## src/design/lcdfmt_pkg.sv

```systemverilog
// ----------------------------------------------------------------------------
// Segment LCD field formatter package
// Command codes, controller states, segment codes and the fixed segment bit
// addresses of every display field.
// ----------------------------------------------------------------------------
package lcdfmt_pkg;

    localparam int VALUE_W     = 16;
    localparam int BCD_DIGITS  = 4;
    localparam int BCD_W       = 4 * BCD_DIGITS;
    localparam int REM_W       = 6;
    localparam int SEG_W       = 7;
    localparam int ADDR_W      = 7;
    localparam int FIELD_BYTES = 12;
    localparam int FIELD_BITS  = 8 * FIELD_BYTES;
    localparam int BYTE_IDX_W  = 5;

    localparam logic [REM_W:0] SECONDS_PER_MINUTE = 7'd60;

    typedef enum logic [3:0] {
        CMD_CLEAR     = 4'd0,
        CMD_ALL_ON    = 4'd1,
        CMD_CALORIE   = 4'd2,
        CMD_TIME      = 4'd3,
        CMD_DISTANCE  = 4'd4,
        CMD_WATT      = 4'd5,
        CMD_SPEED     = 4'd6,
        CMD_COUNT     = 4'd7,
        CMD_LEVEL     = 4'd8,
        CMD_HEART_VAL = 4'd9,
        CMD_BATTERY   = 4'd10,
        CMD_NFC       = 4'd11,
        CMD_BLE       = 4'd12,
        CMD_HEART     = 4'd13,
        CMD_BAR       = 4'd14,
        CMD_FLUSH     = 4'd15
    } cmd_t;

    typedef enum logic [1:0] {
        ST_IDLE,
        ST_CONVERT,
        ST_APPLY,
        ST_FLUSH
    } state_t;

    typedef logic [ADDR_W-1:0] addr_t;

    localparam addr_t POS_BIG [4][7] = '{
        '{7'd54, 7'd53, 7'd52, 7'd59, 7'd49, 7'd55, 7'd48},
        '{7'd63, 7'd62, 7'd61, 7'd60, 7'd58, 7'd56, 7'd57},
        '{7'd68, 7'd75, 7'd74, 7'd73, 7'd71, 7'd69, 7'd70},
        '{7'd77, 7'd76, 7'd83, 7'd82, 7'd72, 7'd78, 7'd79}
    };
    localparam addr_t POS_MID [3][7] = '{
        '{7'd37, 7'd36, 7'd43, 7'd42, 7'd41, 7'd47, 7'd40},
        '{7'd28, 7'd35, 7'd34, 7'd33, 7'd32, 7'd38, 7'd39},
        '{7'd20, 7'd27, 7'd26, 7'd25, 7'd24, 7'd30, 7'd31}
    };
    localparam addr_t POS_LOW [3][7] = '{
        '{7'd13, 7'd12, 7'd19, 7'd18, 7'd17, 7'd23, 7'd16},
        '{7'd4,  7'd11, 7'd10, 7'd9,  7'd8,  7'd14, 7'd15},
        '{7'd3,  7'd2,  7'd1,  7'd0,  7'd7,  7'd5,  7'd6}
    };
    localparam addr_t BAT_ADDR [6] = '{7'd84, 7'd86, 7'd85, 7'd87, 7'd80, 7'd81};

    localparam addr_t ADDR_COLON_UP   = 7'd65;
    localparam addr_t ADDR_COLON_DOWN = 7'd66;
    localparam addr_t ADDR_BIG_POINT  = 7'd67;
    localparam addr_t ADDR_MID_POINT  = 7'd29;
    localparam addr_t ADDR_WATT_MARK  = 7'd45;
    localparam addr_t ADDR_SPEED_MARK = 7'd46;
    localparam addr_t ADDR_COUNT_MARK = 7'd21;
    localparam addr_t ADDR_LEVEL_MARK = 7'd22;
    localparam addr_t ADDR_NFC        = 7'd91;
    localparam addr_t ADDR_BLE        = 7'd90;
    localparam addr_t ADDR_HEART      = 7'd89;
    localparam addr_t ADDR_BAR        = 7'd64;

    function automatic logic [SEG_W-1:0] seg7(input logic [3:0] digit, input logic show);
        logic [SEG_W-1:0] pat;
        case (digit)
            4'd0:    pat = 7'h3F;
            4'd1:    pat = 7'h06;
            4'd2:    pat = 7'h5B;
            4'd3:    pat = 7'h4F;
            4'd4:    pat = 7'h66;
            4'd5:    pat = 7'h6D;
            4'd6:    pat = 7'h7D;
            4'd7:    pat = 7'h07;
            4'd8:    pat = 7'h7F;
            4'd9:    pat = 7'h6F;
            default: pat = 7'h00;
        endcase
        return show ? pat : '0;
    endfunction

    function automatic logic [3:0] sec_tens(input logic [REM_W-1:0] sec);
        logic [3:0] tens;
        if (sec >= 6'd50)
            tens = 4'd5;
        else if (sec >= 6'd40)
            tens = 4'd4;
        else if (sec >= 6'd30)
            tens = 4'd3;
        else if (sec >= 6'd20)
            tens = 4'd2;
        else if (sec >= 6'd10)
            tens = 4'd1;
        else
            tens = 4'd0;
        return tens;
    endfunction

    function automatic logic [3:0] sec_units(input logic [REM_W-1:0] sec);
        logic [REM_W-1:0] tens_val;
        tens_val = REM_W'(sec_tens(sec)) * 6'd10;
        return 4'(sec - tens_val);
    endfunction

    function automatic logic [FIELD_BITS-1:0] put_digit(
        input logic [FIELD_BITS-1:0] bits,
        input addr_t                 addrs [7],
        input logic [SEG_W-1:0]      pat
    );
        logic [FIELD_BITS-1:0] res;
        res = bits;
        for (int s = 0; s < SEG_W; s++)
        begin
            res[addrs[s]] = pat[s];
        end
        return res;
    endfunction

endpackage

```

## src/design/lcdfmt_bcd_serial.sv

```systemverilog
// ----------------------------------------------------------------------------
// Serial binary to decimal converter
// Shifts the value in one bit per cycle, most significant first, through a
// shift-and-add-three digit register. In seconds mode each bit first passes
// a serial divider by sixty, so the digits hold minutes and the remainder
// holds the seconds.
// ----------------------------------------------------------------------------
module lcdfmt_bcd_serial
    import lcdfmt_pkg::*;
(
    input  logic               clk,
    input  logic               rst_n,
    input  logic               load,
    input  logic               div60,
    input  logic [VALUE_W-1:0] bin,
    output logic               done,
    output logic [BCD_W-1:0]   bcd,
    output logic [REM_W-1:0]   rem
);

    localparam int CNT_W = $clog2(VALUE_W);

    logic               run_reg,   run_next;
    logic [CNT_W-1:0]   cnt_reg,   cnt_next;
    logic               mode_reg,  mode_next;
    logic [VALUE_W-1:0] shift_reg, shift_next;
    logic [REM_W-1:0]   rem_reg,   rem_next;
    logic [BCD_W-1:0]   bcd_reg,   bcd_next;

    logic [REM_W:0]     rem_trial;
    logic               qbit;
    logic               bit_in;
    logic [BCD_W-1:0]   bcd_adj;

    assign rem_trial = {rem_reg, shift_reg[VALUE_W-1]};
    assign qbit      = rem_trial >= SECONDS_PER_MINUTE;
    assign bit_in    = mode_reg ? qbit : shift_reg[VALUE_W-1];
    assign done      = run_reg && (cnt_reg == CNT_W'(VALUE_W - 1));

    always_comb
    begin
        for (int d = 0; d < BCD_DIGITS; d++)
        begin
            if (bcd_reg[4*d +: 4] >= 4'd5)
                bcd_adj[4*d +: 4] = bcd_reg[4*d +: 4] + 4'd3;
            else
                bcd_adj[4*d +: 4] = bcd_reg[4*d +: 4];
        end
    end

    always_comb
    begin
        run_next   = run_reg;
        cnt_next   = cnt_reg;
        mode_next  = mode_reg;
        shift_next = shift_reg;
        rem_next   = rem_reg;
        bcd_next   = bcd_reg;
        if (load)
        begin
            run_next   = 1'b1;
            cnt_next   = '0;
            mode_next  = div60;
            shift_next = bin;
            rem_next   = '0;
            bcd_next   = '0;
        end
        else if (run_reg)
        begin
            cnt_next   = cnt_reg + 1'b1;
            run_next   = !done;
            shift_next = {shift_reg[VALUE_W-2:0], 1'b0};
            rem_next   = qbit ? REM_W'(rem_trial - SECONDS_PER_MINUTE) : rem_trial[REM_W-1:0];
            bcd_next   = {bcd_adj[BCD_W-2:0], bit_in};
        end
    end

    always_ff @(posedge clk or negedge rst_n)
    begin
        if (!rst_n)
        begin
            run_reg <= 1'b0;
            cnt_reg <= '0;
        end
        else
        begin
            run_reg <= run_next;
            cnt_reg <= cnt_next;
        end
    end

    always_ff @(posedge clk)
    begin
        mode_reg  <= mode_next;
        shift_reg <= shift_next;
        rem_reg   <= rem_next;
        bcd_reg   <= bcd_next;
    end

    assign bcd = bcd_reg;
    assign rem = rem_reg;

endmodule

```

## src/design/segment_lcd_field_formatter_core.sv

```systemverilog
// ----------------------------------------------------------------------------
// Segment LCD field formatter core
// Keeps the LCD segment map, writes display fields into it and streams the
// map out byte by byte on a flush.
// ----------------------------------------------------------------------------
// Clear, all-on, battery and icon items are written into the map when taken;
// busy stays low. Numeric field items hold busy while the serial decimal
// converter runs (ST_CONVERT) and while the segments are written (ST_APPLY).
// A flush holds busy until the map is read out; the first byte is strobed once
// state_reg and strobe_reg are passed, then one byte per cycle without gaps.
// Reset clears the segment map (display blank) and returns the core to idle.
module segment_lcd_field_formatter_core
    import lcdfmt_pkg::*;
#(
    parameter int MAP_BYTES = 32
)
(
    input  logic                  clk,
    input  logic                  rst_n,
    input  logic                  start,
    output logic                  busy,
    input  logic [3:0]            cmd,
    input  logic [VALUE_W-1:0]    value,
    input  logic                  flag,
    output logic                  strobe,
    output logic [BYTE_IDX_W-1:0] byte_index,
    output logic [7:0]            byte_data,
    output logic                  last
);

    localparam int IDX_W = $clog2(MAP_BYTES);

    state_t                state_reg, state_next;
    cmd_t                  cmd_reg,   cmd_next;
    logic [VALUE_W-1:0]    value_reg, value_next;
    logic                  flag_reg,  flag_next;
    logic [IDX_W-1:0]      idx_reg,   idx_next;
    logic [7:0]            map_reg [MAP_BYTES];
    logic [7:0]            map_next [MAP_BYTES];
    logic                  strobe_reg, strobe_next;
    logic [BYTE_IDX_W-1:0] byte_index_reg, byte_index_next;
    logic [7:0]            byte_data_reg,  byte_data_next;
    logic                  last_reg,       last_next;

    cmd_t                  in_cmd;
    logic                  accept;
    logic                  digit_cmd;
    logic                  conv_load;
    logic                  conv_done;
    logic                  flush_step;
    logic                  idx_at_end;
    logic                  apply;
    logic                  direct_upd;
    logic                  fill;
    logic [BCD_W-1:0]      bcd;
    logic [REM_W-1:0]      rem;

    cmd_t                  op_cmd;
    logic [VALUE_W-1:0]    op_value;
    logic                  op_flag;
    logic [FIELD_BITS-1:0] field_bits;
    logic [FIELD_BITS-1:0] field_new;
    logic [3:0]            dig [4];
    logic                  ge100;
    logic                  ge10;

    assign in_cmd     = cmd_t'(cmd);
    assign accept     = start && !busy;
    assign digit_cmd  = in_cmd inside {[CMD_CALORIE:CMD_HEART_VAL]};
    assign idx_at_end = idx_reg == IDX_W'(MAP_BYTES - 1);

    lcdfmt_bcd_serial u_bcd (
        .clk   (clk),
        .rst_n (rst_n),
        .load  (conv_load),
        .div60 (in_cmd == CMD_TIME),
        .bin   (value),
        .done  (conv_done),
        .bcd   (bcd),
        .rem   (rem)
    );

    always_comb
    begin
        state_next = state_reg;
        case (state_reg)
            ST_IDLE:
            begin
                if (accept && in_cmd == CMD_FLUSH)
                    state_next = ST_FLUSH;
                else if (accept && digit_cmd)
                    state_next = ST_CONVERT;
            end
            ST_CONVERT:
            begin
                if (conv_done)
                    state_next = ST_APPLY;
            end
            ST_APPLY:
                state_next = ST_IDLE;
            ST_FLUSH:
            begin
                if (idx_at_end)
                    state_next = ST_IDLE;
            end
            default:
                state_next = ST_IDLE;
        endcase
    end

    always_comb
    begin
        busy       = state_reg != ST_IDLE;
        conv_load  = accept && digit_cmd;
        flush_step = state_reg == ST_FLUSH;
        apply      = state_reg == ST_APPLY;
        direct_upd = accept && (in_cmd inside {[CMD_BATTERY:CMD_BAR]});
        fill       = accept && (in_cmd == CMD_CLEAR || in_cmd == CMD_ALL_ON);
    end

    assign op_cmd   = apply ? cmd_reg   : in_cmd;
    assign op_value = apply ? value_reg : value;
    assign op_flag  = apply ? flag_reg  : flag;
    assign ge100    = op_value >= 16'd100;
    assign ge10     = op_value >= 16'd10;

    always_comb
    begin
        if (cmd_reg == CMD_TIME)
        begin
            dig[0] = bcd[7:4];
            dig[1] = bcd[3:0];
            dig[2] = sec_tens(rem);
            dig[3] = sec_units(rem);
        end
        else
        begin
            dig[0] = bcd[15:12];
            dig[1] = bcd[11:8];
            dig[2] = bcd[7:4];
            dig[3] = bcd[3:0];
        end
    end

    always_comb
    begin
        for (int a = 0; a < FIELD_BITS; a++)
        begin
            field_bits[a] = map_reg[a >> 3][3'(7 - (a & 7))];
        end
        field_new = field_bits;
        case (op_cmd)
            CMD_CALORIE, CMD_DISTANCE:
            begin
                field_new = put_digit(field_new, POS_BIG[0], seg7(dig[0], dig[0] != 4'd0));
                field_new = put_digit(field_new, POS_BIG[1],
                    seg7(dig[1], op_cmd == CMD_DISTANCE || dig[1] != 4'd0));
                field_new = put_digit(field_new, POS_BIG[2],
                    seg7(dig[2], op_cmd == CMD_DISTANCE || dig[2] != 4'd0));
                field_new = put_digit(field_new, POS_BIG[3], seg7(dig[3], 1'b1));
                field_new[ADDR_COLON_UP]   = 1'b0;
                field_new[ADDR_COLON_DOWN] = 1'b0;
                field_new[ADDR_BIG_POINT]  = op_cmd == CMD_DISTANCE;
            end
            CMD_TIME:
            begin
                field_new = put_digit(field_new, POS_BIG[0], seg7(dig[0], 1'b1));
                field_new = put_digit(field_new, POS_BIG[1], seg7(dig[1], 1'b1));
                field_new = put_digit(field_new, POS_BIG[2], seg7(dig[2], 1'b1));
                field_new = put_digit(field_new, POS_BIG[3], seg7(dig[3], 1'b1));
                field_new[ADDR_COLON_UP]   = op_flag;
                field_new[ADDR_COLON_DOWN] = op_flag;
                field_new[ADDR_BIG_POINT]  = 1'b0;
            end
            CMD_WATT, CMD_SPEED:
            begin
                field_new = put_digit(field_new, POS_MID[0], seg7(dig[1], dig[1] != 4'd0));
                field_new = put_digit(field_new, POS_MID[1], seg7(dig[2], 1'b1));
                field_new = put_digit(field_new, POS_MID[2], seg7(dig[3], 1'b1));
                field_new[ADDR_MID_POINT]  = op_cmd == CMD_SPEED;
                field_new[ADDR_WATT_MARK]  = op_cmd != CMD_SPEED;
                field_new[ADDR_SPEED_MARK] = op_cmd == CMD_SPEED;
            end
            CMD_COUNT, CMD_HEART_VAL:
            begin
                field_new = put_digit(field_new, POS_LOW[0], seg7(dig[1], ge100));
                field_new = put_digit(field_new, POS_LOW[1], seg7(dig[2], ge10));
                field_new = put_digit(field_new, POS_LOW[2], seg7(dig[3], 1'b1));
                field_new[ADDR_COUNT_MARK] = op_cmd == CMD_COUNT;
                field_new[ADDR_LEVEL_MARK] = 1'b0;
            end
            CMD_LEVEL:
            begin
                field_new = put_digit(field_new, POS_LOW[0], seg7(dig[1], dig[1] != 4'd0));
                field_new = put_digit(field_new, POS_LOW[1], seg7(dig[2], dig[2] != 4'd0));
                field_new = put_digit(field_new, POS_LOW[2], seg7(dig[3], 1'b1));
                field_new[ADDR_COUNT_MARK] = 1'b0;
                field_new[ADDR_LEVEL_MARK] = 1'b1;
            end
            CMD_BATTERY:
            begin
                for (int k = 0; k < 6; k++)
                begin
                    field_new[BAT_ADDR[k]] = op_value > VALUE_W'(k);
                end
            end
            CMD_NFC:   field_new[ADDR_NFC]   = op_flag;
            CMD_BLE:   field_new[ADDR_BLE]   = op_flag;
            CMD_HEART: field_new[ADDR_HEART] = op_flag;
            CMD_BAR:   field_new[ADDR_BAR]   = op_flag;
            default:   field_new = field_bits;
        endcase
    end

    always_comb
    begin
        for (int i = 0; i < MAP_BYTES; i++)
        begin
            map_next[i] = map_reg[i];
            if (fill)
                map_next[i] = (in_cmd == CMD_ALL_ON) ? 8'hFF : 8'h00;
            else if ((apply || direct_upd) && i < FIELD_BYTES)
            begin
                for (int b = 0; b < 8; b++)
                begin
                    map_next[i][7 - b] = field_new[8 * i + b];
                end
            end
        end
    end

    always_comb
    begin
        cmd_next        = cmd_reg;
        value_next      = value_reg;
        flag_next       = flag_reg;
        idx_next        = idx_reg;
        if (accept)
        begin
            cmd_next   = in_cmd;
            value_next = value;
            flag_next  = flag;
            idx_next   = '0;
        end
        else if (flush_step)
            idx_next = idx_reg + 1'b1;
        strobe_next     = flush_step;
        byte_index_next = BYTE_IDX_W'(idx_reg);
        byte_data_next  = map_reg[idx_reg];
        last_next       = idx_at_end;
    end

    always_ff @(posedge clk or negedge rst_n)
    begin
        if (!rst_n)
        begin
            state_reg  <= ST_IDLE;
            idx_reg    <= '0;
            strobe_reg <= 1'b0;
            for (int i = 0; i < MAP_BYTES; i++)
            begin
                map_reg[i] <= 8'h00;
            end
        end
        else
        begin
            state_reg  <= state_next;
            idx_reg    <= idx_next;
            strobe_reg <= strobe_next;
            for (int i = 0; i < MAP_BYTES; i++)
            begin
                map_reg[i] <= map_next[i];
            end
        end
    end

    always_ff @(posedge clk)
    begin
        cmd_reg        <= cmd_next;
        value_reg      <= value_next;
        flag_reg       <= flag_next;
        byte_index_reg <= byte_index_next;
        byte_data_reg  <= byte_data_next;
        last_reg       <= last_next;
    end

    assign strobe     = strobe_reg;
    assign byte_index = byte_index_reg;
    assign byte_data  = byte_data_reg;
    assign last       = last_reg && strobe_reg;

endmodule

```

## config.mk

```make
export PLATFORM = sky130hd
export DESIGN_NAME = segment_lcd_field_formatter_core
export DESIGN_NICKNAME = d
export VERILOG_FILES = /design/src/design/lcdfmt_pkg.sv /design/src/design/lcdfmt_bcd_serial.sv /design/src/design/segment_lcd_field_formatter_core.sv
export SDC_FILE = /design/constraint.sdc
export NUM_CORES = 1
export LEC_CHECK = 0
export BUFFER_PORTS_ARGS = -buffer_cell sky130_fd_sc_hd__buf_4
export CAP_MARGIN = 20
export CORE_ASPECT_RATIO = 1.25
export CORE_MARGIN = 1.5
export CORE_UTILIZATION = 40
export DETAILED_ROUTE_END_ITERATION = 12
export GPL_ROUTABILITY_DRIVEN = 0
export PLACE_DENSITY = 0.67
export SLEW_MARGIN = 20
export SYNTH_ARGS = -nofsm -noshare
export SYNTH_HDL_FRONTEND = slang
export SYNTH_SLANG_ARGS = --single-unit
export TNS_END_PERCENT = 20
```

## constraint.sdc

```tcl
create_clock -name clk -period 5.5 [get_ports clk]
set_input_delay 1.65 -clock clk [delete_from_list [all_inputs] [get_ports clk]]
set_output_delay 1.65 -clock clk [all_outputs]
set_load 0.01 [all_outputs]
```

======== Yosys cells after proc, flatten, opt, wreduce, memory -nomap -nowiden ========
Memories as Yosys holds them, arrays and structs flattened.
Cells that the tools add are included.
storage, ports and cells
  register bits ........................... 191
  bits in read-only memories .............. 1904
  input bits .............................. 24
  output and inout port bits .............. 16
  logic and storage cells ................. 234
  memories kept ........................... 17
memory list
  memory           words  bits a word  read ports  clocked after memory_dff  wr ports  line              RTL
  (no name shown)  16     7            1           0                         0         lcdfmt_pkg.sv:81  case (digit)
  (no name shown)  16     7            1           0                         0         lcdfmt_pkg.sv:81
  (no name shown)  16     7            1           0                         0         lcdfmt_pkg.sv:81
  (no name shown)  16     7            1           0                         0         lcdfmt_pkg.sv:81
  (no name shown)  16     7            1           0                         0         lcdfmt_pkg.sv:81
  (no name shown)  16     7            1           0                         0         lcdfmt_pkg.sv:81
  +11 memories     -      -            -           -                         -         -
cells by class
  add/subtract/negate cells ............... 8
  multiply operators ...................... 1
  $lt $le $gt $ge ......................... 23
  equality and inequality tests ........... 31
  mux-type cells .......................... 74
  bitwise logic cells ..................... 1
  reductions and logical operators ........ 37
operators by type and width
  operator                                                                          number
  64-bit one-hot mux with 5 select lines                                            1
  8-bit 2-to-1 mux                                                                  26
  16-bit 2-to-1 mux                                                                 4
  7-bit 2-to-1 mux                                                                  9
  8-bit binary-select mux with 5-bit select                                         1
  4-bit == test, second input constant                                              9
  16-bit by 1-bit greater-than comparator with 1-bit output, second input constant  2
  16-bit by 2-bit greater-than comparator with 1-bit output, second input constant  2
  16-bit by 3-bit greater-than comparator with 1-bit output, second input constant  2
  4-bit 2-to-1 mux                                                                  8
  15-bit one-hot mux with 2 select lines                                            1
  6-bit >= comparator, second input constant                                        3
  4-bit by 2-bit == test with 1-bit output, second input constant                   4
  4-bit by 3-bit == test with 1-bit output, second input constant                   4
  16-bit by 4-bit >= comparator with 1-bit output, second input constant            1
  16-bit by 7-bit >= comparator with 1-bit output, second input constant            1
  4-bit by 3-bit >= comparator with 1-bit output, second input constant             4
  2-bit 2-to-1 mux                                                                  7
  4-bit by 2-bit adder with 4-bit output, second input constant                     3
  6-bit by 5-bit >= comparator with 1-bit output, second input constant             2
  2-bit nonzero test                                                                6
  4-bit nonzero test                                                                3
  5-bit 2-to-1 mux                                                                  2
  2-bit inequality test, second input constant                                      5
  35 further kinds                                                                  65

======== Depth between registers and ports, before layout ========
  word-level depth ........................ 16
  gate-level depth with buffers ........... 15

======== Hierarchy ========
A second synthesis with hierarchy kept.
unflattened totals
  cells, all modules ...................... 967
  area total of the unflattened synthesis .. 9598.0 sq um
modules (own cells, without submodules)
  module                            times used  cells an instance  area each (sq um)
  segment_lcd_field_formatter_core  1           772                7472.2
  lcdfmt_bcd_serial                 1           195                2125.8

======== Worst setup path before layout ========
OpenSTA, ideal clock, no wires.
  path kind ............................... input to register
  start ................................... input port start
  end ..................................... register u_bcd.shift_reg[0], enable pin
  arrival time ............................ 3331 ps
  data required time ...................... 5166 ps
  path slack .............................. 1835 ps
  stages on the path ...................... 6
  path buffers ............................ 3
  cells stage by stage .................... nor3b_1 buf_2 and3b_1 buf_2 buf_1 or2_2
on the way
  word-level cells in the longest chain between the ends .. 3
RTL lines
  element                              line                                     RTL
  start, declared                      segment_lcd_field_formatter_core.sv:20   input logic start,
  1-bit logical AND                    segment_lcd_field_formatter_core.sv:68   assign accept = start && !busy;
  net accept                           segment_lcd_field_formatter_core.sv:46   logic accept;
  1-bit logical AND                    segment_lcd_field_formatter_core.sv:114  conv_load = accept && digit_cmd;
  2-bit nonzero test (no source line)  -
  end signal, assigned                 lcdfmt_bcd_serial.sv:95                  shift_reg <= shift_next;
  end, declared                        lcdfmt_bcd_serial.sv:26                  logic [VALUE_W-1:0] shift_reg, shift_next;
The timed path passes the listed nets, and every way through them passes these cells.
A chain may end at the register's enable or synchronous reset.

======== Worst setup path in the final report ========
  start ................................... register u_bcd.rem_reg[3] (netlist: u_bcd.rem[3])
  end ..................................... register map_reg (netlist bit field_bits[78])
on the way
  word-level cells in the longest chain between the ends .. 14
RTL lines
  element                                         line                                     RTL
  start, declared                                 lcdfmt_bcd_serial.sv:27                  logic [REM_W-1:0] rem_reg, rem_next;
  start signal, assigned                          lcdfmt_bcd_serial.sv:96                  rem_reg <= rem_next;
  6-bit by 4-bit >= comparator with 1-bit output  lcdfmt_pkg.sv:107                        else if (sec >= 6'd10)
  1-bit 2-to-1 mux                                lcdfmt_pkg.sv:107
  2-bit 2-to-1 mux                                lcdfmt_pkg.sv:105                        else if (sec >= 6'd20)
  2-bit 2-to-1 mux                                lcdfmt_pkg.sv:103                        else if (sec >= 6'd30)
  3-bit 2-to-1 mux                                lcdfmt_pkg.sv:101                        else if (sec >= 6'd40)
  3-bit 2-to-1 mux                                lcdfmt_pkg.sv:99                         if (sec >= 6'd50)
  4-bit 2-to-1 mux                                segment_lcd_field_formatter_core.sv:129  if (cmd_reg == CMD_TIME)
  4-bit by 3-bit multiplier with 3-bit output     lcdfmt_pkg.sv:116                        tens_val = REM_W'(sec_tens(sec)) * 6'd10;
  4-bit subtractor (*)                            lcdfmt_pkg.sv:117                        return 4'(sec - tens_val);
  16-bit 2-to-1 mux (*)                           segment_lcd_field_formatter_core.sv:129
  memory read 16 x 7 bit                          -
  15-bit one-hot mux with 2 select lines (*)      segment_lcd_field_formatter_core.sv:152  case (op_cmd)
  8-bit 2-to-1 mux (*)                            segment_lcd_field_formatter_core.sv:222  else if ((apply || direct_upd) && i < FIELD_BYTES)
  8-bit 2-to-1 mux (*)                            segment_lcd_field_formatter_core.sv:220  if (fill)
  end signal, assigned by index                   segment_lcd_field_formatter_core.sv:272  map_reg[i] <= map_next[i];
  end, declared                                   segment_lcd_field_formatter_core.sv:38   logic [7:0] map_reg [MAP_BYTES];
Every way passes the cells marked *; elsewhere a longest branch is shown, timed or not. The select of a mux whose other input is x is not followed.

==> flow_summary.json <==
{
  "status": "complete, no violations",
  "drt_wl_total_mm": 23.9,
  "vias": 7512,
  "critPathCapture": "field_bits[78]",
  "fp.dieW_um": 143,
  "dieHeight_um": 178,
  "crit_chain": "nor2b_1 > nor2_1 > and3_1 > a311oi_1 > ha_1 > fa_1 > nand2_1 > o21ai_1 > nand2_1 > o21ai_0 > or3b_2 > a32o_1",
  "post_cts_buffers": 0,
  "synth.net_count": 1050,
  "powerDensity_nw_per_um2": 607,
  "cp-startpoint": "u_bcd.rem[3]",
  "netlist_area_um2": 9780,
  "diodes": 0,
  "place_ws_ps": 1320,
  "cts_inserted_buffers": 17,
  "rsz0062_at_grt": "no",
  "required_ps": 5820,
  "cts_tree": "built",
  "rr_startpoint": "u_bcd.rem[3]",
  "worstMarginPinSlew_ps": 1020,
  "synthArstFlopShare": 0.572,
  "final_max_slew_viol_count": 0,
  "ys.flop_type": "dfrtp_1",
  "path_buf_inv": 0,
  "clkSlewWorstSetupHoldPaths_ps": 70,
  "layout.nets": 1059,
  "synth_cell_types": 81,
  "drive_above_1_share": 0.168,
  "drc_errors": 0,
  "hold_ws_ps": 480,
  "ctsHtreeMaxLevel": 4,
  "insertion_delay_ps": 440,
  "path_max_fanout": 14,
  "fill_cells": 2225,
  "min_period_ps": 3740,
  "grt_antenna_before_repair": 0,
  "dp_hpwl_mm": 17.3,
  "synth_edf_count": 38,
  "timing.fmax_ghz": 0.268,
  "grt_pass1_vias": 6999,
  "critical-path-max-stage-delay_ps": 590,
  "final.period_utilization": 0.680,
  "hold_class": "register to register",
  "routedWlPerCell_um": 17.9,
  "drtIter0Drc": 529,
  "ir_drop_uv": 238,
  "syn_to_final_growth_pct": 11.8,
  "dp_cells": 1304,
  "core_area_um2": 23900,
  "final_common_cell": "nand2_1",
  "finalNonFillerCells": 1337,
  "via_per_inst": 5.62,
  "cap_violations": 0,
  "cts_buffer_depth": 2,
  "cp-start-kind": "register",
  "ioPinCount": 40,
  "finalSetupViolCount": 0,
  "drt_first_pass_iters": 5,
  "grt_use_total": 0.194,
  "cp_data_arrival_time_ps": 4060,
  "synthCells": 990,
  "ant_nets": 0,
  "grt_pass1_wl_mm": 38.0,
  "final_cell_mix": "nand2_1 (121), dfrtp_1 (99), nor2_1 (94)",
  "synth.avg_cell_area_um2": 9.87,
  "clockRootBuffer": "clkbuf_16",
  "port_buffers": 39,
  "hold_buffers": 0,
  "ys_ff_latch": 173,
  "post_dp_cell_area_um2": 10300,
  "hold_viol_final": 0,
  "stdcell_area_um2": 10900,
  "yosys_warnings": 0,
  "critPathMostFrequentCell": "nand2_1",
  "fp-row-count": 63,
  "path_delay_family": "simple AND/OR/NAND/NOR gates",
  "cp_slowest_cell": "dfxtp_1",
  "grt_max_degree": 74,
  "worst_r2r_path_depth": 12,
  "path_class": "register to register",
  "r2r_slack_ps": 1760,
  "r2r-end": "field_bits[78]",
  "initial_core_util": 0.409,
  "cts_resized": 0,
  "yosysSeqAreaShare": 0.444,
  "worst_slack_ps": 1760,
  "die-area_um2": 25400,
  "cts_num_sinks": 173,
  "power_leakage_uw": 0.00457,
  "critical_path_depth": 12,
  "finClkSkew_ps": 9.09,
  "cp-end-kind": "register",
  "grt_overflow": 0,
  "tns_ps": 0,
  "slew_headroom": 0.319
}
routing by layer:
layer,share of wire,vias up,track usage
li1,-,3595,-
met1,0.42,3657,0.250
met2,0.50,218,0.330
met3,0.048,42,0.0305
met4,0.025,0,0.0683
met5,0,-,0
synth_stat cells (4+ instances only):
master | n | area (um^2)
a31oi_1 | 15 | 93.8
xor2_1 | 5 | 43.8
dfxtp_1 | 36 | 721
ha_1 | 35 | 438
edfxtp_1 | 38 | 1140
and2_1 | 6 | 37.5
o211ai_1 | 6 | 45.0
a211oi_1 | 7 | 52.6
o21ai_0 | 90 | 450
mux2_2 | 25 | 282
nand3_1 | 11 | 55.1
buf_2 | 20 | 100
buf_1 | 8 | 30.0
o21ai_1 | 4 | 20.0
nand4_1 | 6 | 37.5
nor2_1 | 95 | 357
nand2_1 | 121 | 454
a21oi_1 | 78 | 390
nor3_1 | 14 | 70.1
nand2b_1 | 17 | 106
a22o_1 | 5 | 43.8
dfrtp_1 | 99 | 2480
and3_1 | 6 | 37.5
o21a_1 | 11 | 82.6
nor3b_1 | 5 | 37.5
xnor2_1 | 8 | 70.1
mux2i_1 | 38 | 380
or2_2 | 4 | 25.0
inv_1 | 29 | 109
mux4_2 | 24 | 541
nor2b_1 | 5 | 31.3
clkbuf_1 | 33 | 124
o31ai_1 | 8 | 60.1
o221a_2 | 7 | 78.8
worst min path at each step:
stage / slack (ps) / startpoint / to / cells after the start
floorplan: 350 / byte_index_next[2] / byte_index[2] / 0
global placement: 460 / u_bcd.bcd[15] / u_bcd.bcd[15] / 2
detailed placement: 470 / map_reg[188] / map_reg[188] / 2
CTS: 480 / field_bits[61] / field_bits[61] / 2
global route: 510 / field_bits[7] / field_bits[7] / 2
finish: 480 / field_bits[61] / field_bits[61] / 2
power by group:
part           total [uW]  switching, uW  internal (uW)  leakage (uW)
registers            2360            478           1880       0.00189
clock network        1240            551            689      0.000297
logic                3030           1690           1340       0.00238
cell type report:
type | instances | area, um^2 | area share
clock buffers | 18 | 429 | 0.0393
multi-input cells | 724 | 5060 | 0.463
repair buffers | 54 | 409 | 0.0374
clock inverters | 14 | 178 | 0.0163
inverters | 29 | 109 | 0.00996
flip-flops and latches | 173 | 4340 | 0.397
well taps | 325 | 407 | 0.0372
through the flow:
step                 util  power (uW)
floorplan               -        4540
global placement    0.432        5320
detailed placement  0.432        5390
CTS                 0.457        6640
global route        0.458        7110
finish              0.458        6630
kinds of logic after synthesis:
logic type      share of synthesized area
simple gates                        0.149
compound gates                      0.178
flops                               0.444
buf+inv                            0.0395
mux                                 0.131
fa+ha+maj                          0.0468
xor+xnor                           0.0116
worst min-delay path, delay by kind of cell (launching register included):
kind,cells,cell delay [ps]
AO/OA/AOI/OAI,1,60
flip-flops,1,340
AND/OR/NAND/NOR,1,40
No activity file was read; power rests on OpenSTA's default activity.
